**config.mk**
```make
export PLATFORM = sky130hd
export DESIGN_NAME = occluded_column_span_clipper_flat
export DESIGN_NICKNAME = d
export VERILOG_FILES = /design/src/sv/ocsc_pkg.sv /design/src/sv/ocsc_in_if.sv /design/src/sv/ocsc_out_if.sv /design/src/sv/occluded_column_span_clipper.sv /design/src/sv/ocsc_dp.sv /design/src/sv/ocsc_ctrl.sv /design/src/flat_wrapper.sv
export SDC_FILE = /design/constraint.sdc
export NUM_CORES = 2
export LEC_CHECK = 0
export BUFFER_PORTS_ARGS = -buffer_cell sky130_fd_sc_hd__buf_2
export CAP_MARGIN = 10
export CORE_AREA = 4 4 290 292
export DETAILED_ROUTE_END_ITERATION = 8
export DIE_AREA = 0 0 294 296
export HOLD_SLACK_MARGIN = 0.03
export PLACE_DENSITY = 0.83
export SKIP_LAST_GASP = 1
export SLEW_MARGIN = 40
export SYNTH_ARGS = -nofsm -noshare
export SYNTH_HDL_FRONTEND = slang
export SYNTH_HIERARCHICAL = 1
export SYNTH_SLANG_ARGS = --single-unit
```
**constraint.sdc**
```tcl
create_clock -name clk -period 10.5 [get_ports clk]
set_input_delay 1.575 -clock clk [delete_from_list [all_inputs] [get_ports clk]]
set_output_delay 1.575 -clock clk [all_outputs]
set_load 0.02 [all_outputs]
```
**src/sv/ocsc_pkg.sv**
```systemverilog
// Shared constants and controller/datapath types for the occluded column span clipper.
package ocsc_pkg;

  localparam int MAX_RANGES_DEF  = 32;
  localparam int COLUMN_BITS_DEF = 13;
  localparam int SCREEN_W        = 13;
  localparam logic [SCREEN_W-1:0] SCREEN_RESET = SCREEN_W'(320);

  typedef enum logic [2:0] {
    WR_READ,
    WR_SPAN,
    WR_MERGE,
    WR_LEFT,
    WR_RIGHT
  } wr_sel_t;

  typedef struct packed {
    logic    start;
    logic    rd_en;
    logic    wr_en;
    wr_sel_t wr_sel;
    logic    consume;
    logic    gap_en;
    logic    take_f;
    logic    take_l;
    logic    flush;
    logic    ovf;
  } ocsc_cmd_t;

  typedef struct packed {
    logic req_span;
    logic reversed;
    logic solid;
    logic hit_f;
    logic hit_l;
    logic stall;
    logic out_free;
  } ocsc_stat_t;

endpackage

```
**src/sv/ocsc_in_if.sv**
```systemverilog
// Span request channel carrying valid, ready and the request payload.
interface ocsc_in_if import ocsc_pkg::*; #(
  parameter int COL_W = COLUMN_BITS_DEF
) ();
  logic                    valid;
  logic                    ready;
  logic                    req_type;
  logic signed [COL_W-1:0] first_column;
  logic signed [COL_W-1:0] last_column;
  logic                    is_solid;

  modport source (output valid, req_type, first_column, last_column, is_solid, input ready);
  modport sink (input valid, req_type, first_column, last_column, is_solid, output ready);
endinterface

```
**src/sv/ocsc_out_if.sv**
```systemverilog
// Visible sub-span result channel carrying valid, ready and the result payload.
interface ocsc_out_if import ocsc_pkg::*; #(
  parameter int COL_W = COLUMN_BITS_DEF
) ();
  logic                    valid;
  logic                    ready;
  logic                    visible;
  logic signed [COL_W-1:0] span_first;
  logic signed [COL_W-1:0] span_last;
  logic                    last_of_run;
  logic                    store_overflow;

  modport source (output valid, visible, span_first, span_last, last_of_run, store_overflow,
                  input ready);
  modport sink (input valid, visible, span_first, span_last, last_of_run, store_overflow,
                output ready);
endinterface

```
**src/sv/occluded_column_span_clipper.sv**
```systemverilog
// Top level of the occluded column span clipper: controller, datapath and channel wiring.
//
//   Channel   Direction  Handshake        Payload
//   in_ch     sink       valid / ready    req_type, first_column, last_column, is_solid
//   out_ch    source     valid / ready    visible, span_first, span_last, last_of_run,
//                                         store_overflow
//   cfg       sink       cfg_we           cfg_wdata (screen_columns)
//
// A span is accepted in S_IDLE, walks the list in S_SCAN, gives its final result in S_FLUSH and
// then updates the list in the insert or merge states, all through the single read and single
// write port of the range store. A frame start clears the list in S_CLR0 and S_CLR1.
// After reset, S_CLR0 and S_CLR1 write the two sentinel entries before a transaction is taken.
// The walk pauses while a second visible sub-span is found and the result register is held.
module occluded_column_span_clipper import ocsc_pkg::*; #(
  parameter int MAX_RANGES  = MAX_RANGES_DEF,
  parameter int COLUMN_BITS = COLUMN_BITS_DEF
) (
  input  logic                clk,
  input  logic                rst_n,
  ocsc_in_if.sink             in_ch,
  ocsc_out_if.source          out_ch,
  input  logic                cfg_we,
  input  logic [SCREEN_W-1:0] cfg_wdata
);

  localparam int IDX_W = $clog2(MAX_RANGES);

  ocsc_cmd_t        cmd;
  ocsc_stat_t       stat;
  logic [IDX_W-1:0] rd_addr, wr_addr;
  logic             in_ready;

  assign in_ch.ready = in_ready;

  ocsc_ctrl #(
    .MAX_RANGES (MAX_RANGES)
  ) u_ctrl (
    .clk      (clk),
    .rst_n    (rst_n),
    .in_valid (in_ch.valid),
    .in_ready (in_ready),
    .stat     (stat),
    .cmd      (cmd),
    .rd_addr  (rd_addr),
    .wr_addr  (wr_addr)
  );

  ocsc_dp #(
    .MAX_RANGES  (MAX_RANGES),
    .COLUMN_BITS (COLUMN_BITS)
  ) u_dp (
    .clk                (clk),
    .rst_n              (rst_n),
    .cmd                (cmd),
    .rd_addr            (rd_addr),
    .wr_addr            (wr_addr),
    .stat               (stat),
    .in_req_type        (in_ch.req_type),
    .in_first_column    (in_ch.first_column),
    .in_last_column     (in_ch.last_column),
    .in_is_solid        (in_ch.is_solid),
    .cfg_we             (cfg_we),
    .cfg_wdata          (cfg_wdata),
    .out_ready          (out_ch.ready),
    .out_valid          (out_ch.valid),
    .out_visible        (out_ch.visible),
    .out_span_first     (out_ch.span_first),
    .out_span_last      (out_ch.span_last),
    .out_last_of_run    (out_ch.last_of_run),
    .out_store_overflow (out_ch.store_overflow)
  );

endmodule

```
**src/sv/ocsc_dp.sv**
```systemverilog
// Datapath: range store, gap and overlap arithmetic, pending sub-span and result register.
module ocsc_dp import ocsc_pkg::*; #(
  parameter int MAX_RANGES  = MAX_RANGES_DEF,
  parameter int COLUMN_BITS = COLUMN_BITS_DEF
) (
  input  logic                          clk,
  input  logic                          rst_n,
  input  ocsc_cmd_t                     cmd,
  input  logic [$clog2(MAX_RANGES)-1:0] rd_addr,
  input  logic [$clog2(MAX_RANGES)-1:0] wr_addr,
  output ocsc_stat_t                    stat,
  input  logic                          in_req_type,
  input  logic signed [COLUMN_BITS-1:0] in_first_column,
  input  logic signed [COLUMN_BITS-1:0] in_last_column,
  input  logic                          in_is_solid,
  input  logic                          cfg_we,
  input  logic [SCREEN_W-1:0]           cfg_wdata,
  input  logic                          out_ready,
  output logic                          out_valid,
  output logic                          out_visible,
  output logic signed [COLUMN_BITS-1:0] out_span_first,
  output logic signed [COLUMN_BITS-1:0] out_span_last,
  output logic                          out_last_of_run,
  output logic                          out_store_overflow
);

  localparam int CB = COLUMN_BITS;
  localparam int SW = ((COLUMN_BITS > SCREEN_W) ? COLUMN_BITS : SCREEN_W) + 1;
  localparam int XW = SW + 1;
  localparam logic signed [XW-1:0] ONE_X = XW'(1);
  localparam logic [SW-1:0] S_MIN = {1'b1, {(SW-1){1'b0}}};
  localparam logic [SW-1:0] S_MAX = {1'b0, {(SW-1){1'b1}}};
  localparam logic [SW-1:0] S_NEG1 = {SW{1'b1}};

  logic [2*SW-1:0] mem [MAX_RANGES];
  logic [2*SW-1:0] rd_data_r;
  logic [2*SW-1:0] wr_data;

  logic signed [CB-1:0] a_r, b_r;
  logic [SW-1:0]        prev_hi_r, low_f_r, high_l_r;
  logic [CB-1:0]        pend_lo_r, pend_hi_r;
  logic                 pend_valid_r, pend_valid_nxt;
  logic [SCREEN_W-1:0]  scr_r;

  logic                 out_valid_r, out_valid_nxt;
  logic                 out_vis_r, out_lor_r, out_ovf_r;
  logic [CB-1:0]        out_first_r, out_last_r;

  logic [SW-1:0]        ent_lo, ent_hi;
  logic signed [XW-1:0] lo_x, hi_x, prev_x, a_x, b_x;
  logic signed [XW-1:0] glo_raw, ghi_raw, glo, ghi;
  logic signed [SW-1:0] a_s, b_s, lowf_s, highl_s, mrg_lo, mrg_hi;
  logic                 gap_ne, out_free, push_pend, out_load;

  assign ent_lo = rd_data_r[2*SW-1:SW];
  assign ent_hi = rd_data_r[SW-1:0];
  assign lo_x   = {ent_lo[SW-1], ent_lo};
  assign hi_x   = {ent_hi[SW-1], ent_hi};
  assign prev_x = {prev_hi_r[SW-1], prev_hi_r};
  assign a_x    = {{(XW-CB){a_r[CB-1]}}, a_r};
  assign b_x    = {{(XW-CB){b_r[CB-1]}}, b_r};

  assign glo_raw = prev_x + ONE_X;
  assign ghi_raw = lo_x - ONE_X;
  assign glo     = (glo_raw < a_x) ? a_x : glo_raw;
  assign ghi     = (ghi_raw > b_x) ? b_x : ghi_raw;
  assign gap_ne  = (glo <= ghi);

  assign out_free  = !out_valid_r || out_ready;
  assign push_pend = cmd.gap_en && gap_ne && pend_valid_r;
  assign out_load  = push_pend || cmd.flush;

  assign stat.req_span = in_req_type;
  assign stat.reversed = (in_first_column > in_last_column);
  assign stat.solid    = in_is_solid;
  assign stat.hit_f    = (hi_x >= (a_x - ONE_X));
  assign stat.hit_l    = (lo_x <= (b_x + ONE_X));
  assign stat.stall    = gap_ne && pend_valid_r && !out_free;
  assign stat.out_free = out_free;

  assign a_s     = {{(SW-CB){a_r[CB-1]}}, a_r};
  assign b_s     = {{(SW-CB){b_r[CB-1]}}, b_r};
  assign lowf_s  = low_f_r;
  assign highl_s = high_l_r;
  assign mrg_lo  = (lowf_s > a_s) ? a_s : lowf_s;
  assign mrg_hi  = (highl_s > b_s) ? highl_s : b_s;

  always_comb begin
    case (cmd.wr_sel)
      WR_READ:  wr_data = rd_data_r;
      WR_SPAN:  wr_data = {a_s, b_s};
      WR_MERGE: wr_data = {mrg_lo, mrg_hi};
      WR_LEFT:  wr_data = {S_MIN, S_NEG1};
      WR_RIGHT: wr_data = {{(SW-SCREEN_W){1'b0}}, scr_r, S_MAX};
      default:  wr_data = rd_data_r;
    endcase
  end

  always_ff @(posedge clk) begin
    if (cmd.wr_en) begin
      mem[wr_addr] <= wr_data;
    end
    if (cmd.rd_en) begin
      rd_data_r <= mem[rd_addr];
    end
  end

  always_ff @(posedge clk) begin
    if (cmd.start) begin
      a_r <= in_first_column;
      b_r <= in_last_column;
    end
    if (cmd.consume) begin
      prev_hi_r <= ent_hi;
    end
    if (cmd.take_f) begin
      low_f_r <= ent_lo;
    end
    if (cmd.take_l) begin
      high_l_r <= ent_hi;
    end
    if (cmd.gap_en && gap_ne) begin
      pend_lo_r <= glo[CB-1:0];
      pend_hi_r <= ghi[CB-1:0];
    end
    if (out_load) begin
      if (cmd.flush) begin
        out_vis_r   <= pend_valid_r;
        out_first_r <= pend_valid_r ? pend_lo_r : '0;
        out_last_r  <= pend_valid_r ? pend_hi_r : '0;
        out_lor_r   <= 1'b1;
        out_ovf_r   <= cmd.ovf;
      end else begin
        out_vis_r   <= 1'b1;
        out_first_r <= pend_lo_r;
        out_last_r  <= pend_hi_r;
        out_lor_r   <= 1'b0;
        out_ovf_r   <= 1'b0;
      end
    end
  end

  always_comb begin
    pend_valid_nxt = pend_valid_r;
    if (cmd.start || cmd.flush) begin
      pend_valid_nxt = 1'b0;
    end else if (cmd.gap_en && gap_ne) begin
      pend_valid_nxt = 1'b1;
    end
    out_valid_nxt = out_valid_r;
    if (out_load) begin
      out_valid_nxt = 1'b1;
    end else if (out_ready) begin
      out_valid_nxt = 1'b0;
    end
  end

  always_ff @(posedge clk) begin
    if (!rst_n) begin
      pend_valid_r <= 1'b0;
      out_valid_r  <= 1'b0;
      scr_r        <= SCREEN_RESET;
    end else begin
      pend_valid_r <= pend_valid_nxt;
      out_valid_r  <= out_valid_nxt;
      if (cfg_we) begin
        scr_r <= cfg_wdata;
      end
    end
  end

  assign out_valid          = out_valid_r;
  assign out_visible        = out_vis_r;
  assign out_span_first     = out_first_r;
  assign out_span_last      = out_last_r;
  assign out_last_of_run    = out_lor_r;
  assign out_store_overflow = out_ovf_r;

endmodule

```
**src/sv/ocsc_ctrl.sv**
```systemverilog
// Controller: sequences list clearing, the range walk, the final result and the list update.
module ocsc_ctrl import ocsc_pkg::*; #(
  parameter int MAX_RANGES = MAX_RANGES_DEF
) (
  input  logic                          clk,
  input  logic                          rst_n,
  input  logic                          in_valid,
  output logic                          in_ready,
  input  ocsc_stat_t                    stat,
  output ocsc_cmd_t                     cmd,
  output logic [$clog2(MAX_RANGES)-1:0] rd_addr,
  output logic [$clog2(MAX_RANGES)-1:0] wr_addr
);

  localparam int IDX_W = $clog2(MAX_RANGES);
  localparam int CW    = $clog2(MAX_RANGES + 1);

  typedef enum logic [8:0] {
    S_IDLE      = 9'b000000001,
    S_CLR0      = 9'b000000010,
    S_CLR1      = 9'b000000100,
    S_SCAN      = 9'b000001000,
    S_FLUSH     = 9'b000010000,
    S_INS_SHIFT = 9'b000100000,
    S_INS_PUT   = 9'b001000000,
    S_MRG_PUT   = 9'b010000000,
    S_MRG_SHIFT = 9'b100000000
  } state_t;

  state_t           state_r, state_nxt;
  logic [CW-1:0]    cnt_r, cnt_nxt, issue_r, issue_nxt;
  logic             span_r, span_nxt, rev_r, rev_nxt, merge_r, merge_nxt;
  logic             proc_valid_r, proc_valid_nxt, f_found_r, f_found_nxt;
  logic [IDX_W-1:0] proc_idx_r, proc_idx_nxt, f_r, f_nxt, l_r, l_nxt;
  logic [IDX_W-1:0] sh_r, sh_nxt, waddr_r, waddr_nxt;
  logic             wpend_r, wpend_nxt, rdone_r, rdone_nxt;

  logic [IDX_W-1:0] drop;
  logic [CW-1:0]    cnt_last;
  logic             full, no_touch, blocked;

  assign drop     = l_r - f_r;
  assign cnt_last = cnt_r - CW'(1);
  assign full     = (cnt_r == CW'(MAX_RANGES));
  assign no_touch = (f_r > l_r);
  assign blocked  = proc_valid_r && (proc_idx_r != '0) && stat.stall;

  always_comb begin
    state_nxt      = state_r;
    cnt_nxt        = cnt_r;
    issue_nxt      = issue_r;
    span_nxt       = span_r;
    rev_nxt        = rev_r;
    merge_nxt      = merge_r;
    proc_valid_nxt = proc_valid_r;
    proc_idx_nxt   = proc_idx_r;
    f_found_nxt    = f_found_r;
    f_nxt          = f_r;
    l_nxt          = l_r;
    sh_nxt         = sh_r;
    waddr_nxt      = waddr_r;
    wpend_nxt      = wpend_r;
    rdone_nxt      = rdone_r;
    cmd            = '0;
    cmd.wr_sel     = WR_READ;
    rd_addr        = '0;
    wr_addr        = '0;
    in_ready       = 1'b0;

    case (state_r)
      S_IDLE: begin
        in_ready       = 1'b1;
        issue_nxt      = '0;
        proc_valid_nxt = 1'b0;
        f_found_nxt    = 1'b0;
        f_nxt          = '0;
        l_nxt          = '0;
        if (in_valid) begin
          span_nxt = stat.req_span;
          rev_nxt  = stat.reversed;
          if (!stat.req_span) begin
            state_nxt = S_CLR0;
          end else begin
            cmd.start = 1'b1;
            merge_nxt = stat.solid && !stat.reversed;
            if (cnt_r < CW'(2)) begin
              state_nxt = S_CLR0;
            end else if (stat.reversed) begin
              state_nxt = S_FLUSH;
            end else begin
              state_nxt = S_SCAN;
            end
          end
        end
      end
      S_CLR0: begin
        cmd.wr_en  = 1'b1;
        cmd.wr_sel = WR_LEFT;
        wr_addr    = '0;
        state_nxt  = S_CLR1;
      end
      S_CLR1: begin
        cmd.wr_en  = 1'b1;
        cmd.wr_sel = WR_RIGHT;
        wr_addr    = IDX_W'(1);
        cnt_nxt    = CW'(2);
        if (!span_r) begin
          state_nxt = S_IDLE;
        end else if (rev_r) begin
          state_nxt = S_FLUSH;
        end else begin
          state_nxt = S_SCAN;
        end
      end
      S_SCAN: begin
        if (!blocked) begin
          if (proc_valid_r) begin
            cmd.consume = 1'b1;
            cmd.gap_en  = (proc_idx_r != '0);
            cmd.take_l  = stat.hit_l;
            if (stat.hit_l) begin
              l_nxt = proc_idx_r;
            end
            if (stat.hit_f && !f_found_r) begin
              cmd.take_f  = 1'b1;
              f_nxt       = proc_idx_r;
              f_found_nxt = 1'b1;
            end
          end
          if (issue_r < cnt_r) begin
            cmd.rd_en      = 1'b1;
            rd_addr        = issue_r[IDX_W-1:0];
            issue_nxt      = issue_r + CW'(1);
            proc_valid_nxt = 1'b1;
            proc_idx_nxt   = issue_r[IDX_W-1:0];
          end else begin
            proc_valid_nxt = 1'b0;
            if (!proc_valid_r) begin
              state_nxt = S_FLUSH;
            end
          end
        end
      end
      S_FLUSH: begin
        if (stat.out_free) begin
          cmd.flush = 1'b1;
          cmd.ovf   = merge_r && no_touch && full;
          if (!merge_r) begin
            state_nxt = S_IDLE;
          end else if (no_touch) begin
            if (full) begin
              state_nxt = S_IDLE;
            end else begin
              sh_nxt    = cnt_last[IDX_W-1:0];
              rdone_nxt = 1'b0;
              wpend_nxt = 1'b0;
              state_nxt = S_INS_SHIFT;
            end
          end else begin
            state_nxt = S_MRG_PUT;
          end
        end
      end
      S_INS_SHIFT: begin
        if (wpend_r) begin
          cmd.wr_en = 1'b1;
          wr_addr   = waddr_r;
        end
        if (!rdone_r) begin
          cmd.rd_en = 1'b1;
          rd_addr   = sh_r;
          wpend_nxt = 1'b1;
          waddr_nxt = sh_r + IDX_W'(1);
          if (sh_r == f_r) begin
            rdone_nxt = 1'b1;
          end else begin
            sh_nxt = sh_r - IDX_W'(1);
          end
        end else begin
          wpend_nxt = 1'b0;
          state_nxt = S_INS_PUT;
        end
      end
      S_INS_PUT: begin
        cmd.wr_en  = 1'b1;
        cmd.wr_sel = WR_SPAN;
        wr_addr    = f_r;
        cnt_nxt    = cnt_r + CW'(1);
        state_nxt  = S_IDLE;
      end
      S_MRG_PUT: begin
        cmd.wr_en  = 1'b1;
        cmd.wr_sel = WR_MERGE;
        wr_addr    = f_r;
        if ((drop == '0) || (CW'(l_r) == cnt_last)) begin
          cnt_nxt   = cnt_r - CW'(drop);
          state_nxt = S_IDLE;
        end else begin
          sh_nxt    = l_r + IDX_W'(1);
          rdone_nxt = 1'b0;
          wpend_nxt = 1'b0;
          state_nxt = S_MRG_SHIFT;
        end
      end
      S_MRG_SHIFT: begin
        if (wpend_r) begin
          cmd.wr_en = 1'b1;
          wr_addr   = waddr_r;
        end
        if (!rdone_r) begin
          cmd.rd_en = 1'b1;
          rd_addr   = sh_r;
          wpend_nxt = 1'b1;
          waddr_nxt = sh_r - drop;
          if (CW'(sh_r) == cnt_last) begin
            rdone_nxt = 1'b1;
          end else begin
            sh_nxt = sh_r + IDX_W'(1);
          end
        end else begin
          wpend_nxt = 1'b0;
          cnt_nxt   = cnt_r - CW'(drop);
          state_nxt = S_IDLE;
        end
      end
      default: begin
        state_nxt = S_IDLE;
      end
    endcase
  end

  always_ff @(posedge clk) begin
    if (!rst_n) begin
      state_r      <= S_CLR0;
      cnt_r        <= CW'(2);
      issue_r      <= '0;
      span_r       <= 1'b0;
      rev_r        <= 1'b0;
      merge_r      <= 1'b0;
      proc_valid_r <= 1'b0;
      proc_idx_r   <= '0;
      f_found_r    <= 1'b0;
      f_r          <= '0;
      l_r          <= '0;
      sh_r         <= '0;
      waddr_r      <= '0;
      wpend_r      <= 1'b0;
      rdone_r      <= 1'b0;
    end else begin
      state_r      <= state_nxt;
      cnt_r        <= cnt_nxt;
      issue_r      <= issue_nxt;
      span_r       <= span_nxt;
      rev_r        <= rev_nxt;
      merge_r      <= merge_nxt;
      proc_valid_r <= proc_valid_nxt;
      proc_idx_r   <= proc_idx_nxt;
      f_found_r    <= f_found_nxt;
      f_r          <= f_nxt;
      l_r          <= l_nxt;
      sh_r         <= sh_nxt;
      waddr_r      <= waddr_nxt;
      wpend_r      <= wpend_nxt;
      rdone_r      <= rdone_nxt;
    end
  end

endmodule
```
**src/flat_wrapper.sv**
```systemverilog
// flat-port wrapper written by rule: the top's interface ports become plain ports
module occluded_column_span_clipper_flat import ocsc_pkg::*;
#(
  parameter int MAX_RANGES  = MAX_RANGES_DEF,
  parameter int COLUMN_BITS = COLUMN_BITS_DEF
)
  (clk, rst_n, cfg_we, cfg_wdata, in_ch_valid, in_ch_req_type, in_ch_first_column, in_ch_last_column, in_ch_is_solid, in_ch_ready, out_ch_valid, out_ch_visible, out_ch_span_first, out_ch_span_last, out_ch_last_of_run, out_ch_store_overflow, out_ch_ready);
  ocsc_in_if in_ch_i ();
  ocsc_out_if out_ch_i ();
  input  logic clk;
  input  logic rst_n;
  input  logic cfg_we;
  input  logic [SCREEN_W-1:0] cfg_wdata;
  input wire logic [$bits(in_ch_i.valid)-1:0] in_ch_valid;
  input wire logic [$bits(in_ch_i.req_type)-1:0] in_ch_req_type;
  input wire logic [$bits(in_ch_i.first_column)-1:0] in_ch_first_column;
  input wire logic [$bits(in_ch_i.last_column)-1:0] in_ch_last_column;
  input wire logic [$bits(in_ch_i.is_solid)-1:0] in_ch_is_solid;
  output wire logic [$bits(in_ch_i.ready)-1:0] in_ch_ready;
  output wire logic [$bits(out_ch_i.valid)-1:0] out_ch_valid;
  output wire logic [$bits(out_ch_i.visible)-1:0] out_ch_visible;
  output wire logic [$bits(out_ch_i.span_first)-1:0] out_ch_span_first;
  output wire logic [$bits(out_ch_i.span_last)-1:0] out_ch_span_last;
  output wire logic [$bits(out_ch_i.last_of_run)-1:0] out_ch_last_of_run;
  output wire logic [$bits(out_ch_i.store_overflow)-1:0] out_ch_store_overflow;
  input wire logic [$bits(out_ch_i.ready)-1:0] out_ch_ready;
  assign in_ch_i.valid = in_ch_valid;
  assign in_ch_i.req_type = in_ch_req_type;
  assign in_ch_i.first_column = in_ch_first_column;
  assign in_ch_i.last_column = in_ch_last_column;
  assign in_ch_i.is_solid = in_ch_is_solid;
  assign in_ch_ready = in_ch_i.ready;
  assign out_ch_valid = out_ch_i.valid;
  assign out_ch_visible = out_ch_i.visible;
  assign out_ch_span_first = out_ch_i.span_first;
  assign out_ch_span_last = out_ch_i.span_last;
  assign out_ch_last_of_run = out_ch_i.last_of_run;
  assign out_ch_store_overflow = out_ch_i.store_overflow;
  assign out_ch_i.ready = out_ch_ready;
  occluded_column_span_clipper #(.MAX_RANGES(MAX_RANGES), .COLUMN_BITS(COLUMN_BITS)) u_core (.clk(clk), .rst_n(rst_n), .in_ch(in_ch_i), .out_ch(out_ch_i), .cfg_we(cfg_we), .cfg_wdata(cfg_wdata));
endmodule
```
==> flow_summary.ini <==
[outcome]
status = finished, final reports clean

[setup_path]
slowest_stage = mux4_2
path_max_fanout = 68
reg2reg_depth = 30
cp_slowest_stage_delay_ns = 0.59
critPathKind = reg2reg
start_kind = flip-flop
critPathRequiredTime_ns = 10.92
cp.depth = 30
critPathBufInv = 4
end_kind = flip-flop
crit_arrival_ns = 9.62
cpLargestDelayFamily = simple AND/OR/NAND/NOR gates

[clock_network]
clock-root-buffer = clkbuf_16
cts.sinks = 1115
cts_setup_buffers = 0
cts_hold_buf = 0
cts_buffers = 105
htreeDepth = 3
clk_path_buf_depth = 3
clkSlewWorstSetupHoldPaths_ns = 0.07
cts_tree = done
cts_resized = 0
clk_latency_ns = 0.70

[timing]
fin_setup_tns_ns = 0
rsz0062_at_grt = no
slew_viol_final = 0
min_period_over_period_pct = 87.7
period_minus_slack_ns = 9.20
timing.final.ws_setup_ns = 1.30
final-setup-viol-count = 0
fmax_mhz = 109
finalClockSkew_ns = 0.0515
relSlewSlack_pct = 36.0
hold_violations = 0
worst_slew_pin_slew_ns = 0.941

[die]
io_pins = 77
placementRows = 105
dieWidth_um = 294
die_area_mm2 = 0.0870
start_util_pct = 59.4
die_y_um = 296
core_mm2 = 0.0816

[placement]
dpl.cell_count = 3871
preCtsSetupSlack_ns = 1.67
dp_hpwl_um = 77000
portBuffers = 76
finalWeightedCongestion = 0.945

[power]
cell_internal_pwr_mw = 7.55
peakVddDrop_mv = 0.158
p_sw_share_pct = 23.5
p_clk_share_pct = 39.0
p_comb_share_pct = 8.1
report.power.total_mw = 9.87
power_frac_seq_pct = 52.9
switching_power_mw = 2.32
power_density_mw_per_mm2 = 181
p_leak_nw = 17.6

[routing]
wl_per_cell_um = 34.8
totalWireLength_um = 142000
route.vias.total = 29200
postRouteAntennaNets = 0
drtPass1Iterations = 6
drc = 0
drt_iter0_drc = 5107
vias_per_cell = 7.16

[global_routing]
track_usage_pct = 32.4
grt_pass1_wl_um = 203000
grt_max_degree = 96
grt_overflow = 0
grt_pass1_vias = 29100
antenna_found_initial = 3

[worst_hold_path]
hp-class = reg2reg
hold_depth = 2

[layout]
synthToLayoutAreaGrowth_pct = 12.5
diodes = 0
num-fill-cells = 4975
fin_nets = 3115
drive_gt1_share_pct = 24.5
stdcell_count = 4079
layout_common_cells = edfxtp_1 (1047), mux4_2 (277), ha_1 (141)
layout_commonest_cell = edfxtp_1

[synth]
syn_avg_cell_area_um2 = 17.4
synthCells = 2792
synth_edf_count = 1047
synth.ff_latch_count = 1115
yosysWarnings = 6
ys_async_sr_fraction_pct = 0
synth_fp_nets = 2982
ys_top_cells_by_area = edfxtp_1 (65%), mux4_2 (13%), ha_1 (3.6%)
ys.flop_type = edfxtp_1
synthDominantCellAreaShare_pct = 64.9
netlist_area_mm2 = 0.0485
yosysTopAreaCell = edfxtp_1
yosysSeqAreaShare_pct = 67.7
ys_types = 89

[job]
maxCapViolations = 0
-- per-stage QoR --
step | cell area, um2 | util [%] | hold WS, ns
final | 54500 | 66.8 | 0.498
after global routing | 54500 | 66.8 | 0.522
after global placement | 50600 | 62.0 | 0.460
after detailed placement | 50800 | 62.2 | 0.477
after CTS | 54200 | 66.4 | 0.491
after floorplan | 48500 | - | 0.442
-- cells in the mapped netlist (all sizes together) (4+ instances only) --
cell,count
a2111oi,5
a211o,6
a211oi,23
a21o,23
a21oi,86
a221o,6
a221oi,9
a22o,5
a22oi,8
a31oi,23
and2,35
and3,8
and4,7
buf,43
clkbuf,90
dfxtp,68
edfxtp,1047
ha,141
inv,95
mux2,45
mux2i,35
mux4,280
nand2,98
nand2b,10
nand3,54
nand3b,13
nand4,23
nor2,160
nor2b,23
nor3,28
nor3b,4
nor4,12
o211ai,5
o21a,9
o21ai,48
o22ai,45
o31ai,8
o32ai,4
or3,12
or3b,4
or4,10
xnor2,56
xor2,28
-- cell families (layout without fill, tap and decap cells) --
family	after synthesis	in the layout	share of synthesized area (%)
mux	360	360	14.8
flops	1115	1115	67.7
buf+inv	228	445	1.96
fa+ha+maj	146	146	3.81
compound gates	347	347	4.81
xor+xnor	85	85	1.56
simple gates	511	511	5.35
-- per-layer routing --
metal	track usage (%)	wire length, um
met5	0	12
met2	53.5	68800
met3	6.36	18300
met1	43.4	47400
met4	12.8	7510
-- registers in the layout, indices dropped and copies added, names as in the netlist, 14 cells and up --
signal and flops:
u_core/u_dp/low_f_r 14, u_core/u_dp/prev_hi_r 14, u_core/u_dp/mem 896, u_core/u_dp/rd_data_r 28
u_core/u_dp/high_l_r 14
-- path summary, 6_finish.rpt --
check / start / endpoint / slack (ns)
hold reg to reg: u_core/u_dp/scr_r[8] / u_core/u_dp/scr_r[8] / 0.50
setup reg to reg: u_core/u_dp/rd_data_r[14] / u_core/u_dp/rd_data_r[21] / 1.30
hold / removal: u_core/u_dp/scr_r[8] / u_core/u_dp/scr_r[8] / 0.50
setup / recovery: u_core/u_dp/rd_data_r[14] / u_core/u_dp/rd_data_r[21] / 1.30
-- power by group through the flow --
stage	Clock (mW)	Sequential, mW	Combinational, mW
2_1_floorplan	0	5.31	0.387
4_1_cts	3.86	5.22	0.723
6_report	3.85	5.22	0.803
5_1_grt	4.08	5.22	0.841
3_3_place_gp	0	5.32	0.619
3_5_place_dp	0	5.32	0.709
-- worst min-delay path: stages (launching register included) --
cell and delay, ns:
dfxtp_1 0.34, mux2i_1 0.07, nand2_1 0.06
-- cell type report --
cell class | instances | area, um2 | share of cell area, %
flip-flops and latches | 1115 | 32800 | 60.2
repair buffers | 159 | 1220 | 2.25
well taps | 1070 | 1340 | 2.46
multi-input cells | 1449 | 15400 | 28.2
clock inverters | 67 | 694 | 1.27
inverters | 95 | 357 | 0.654
clock buffers | 124 | 2730 | 5.01
No activity file was read; power rests on OpenSTA's default activity.
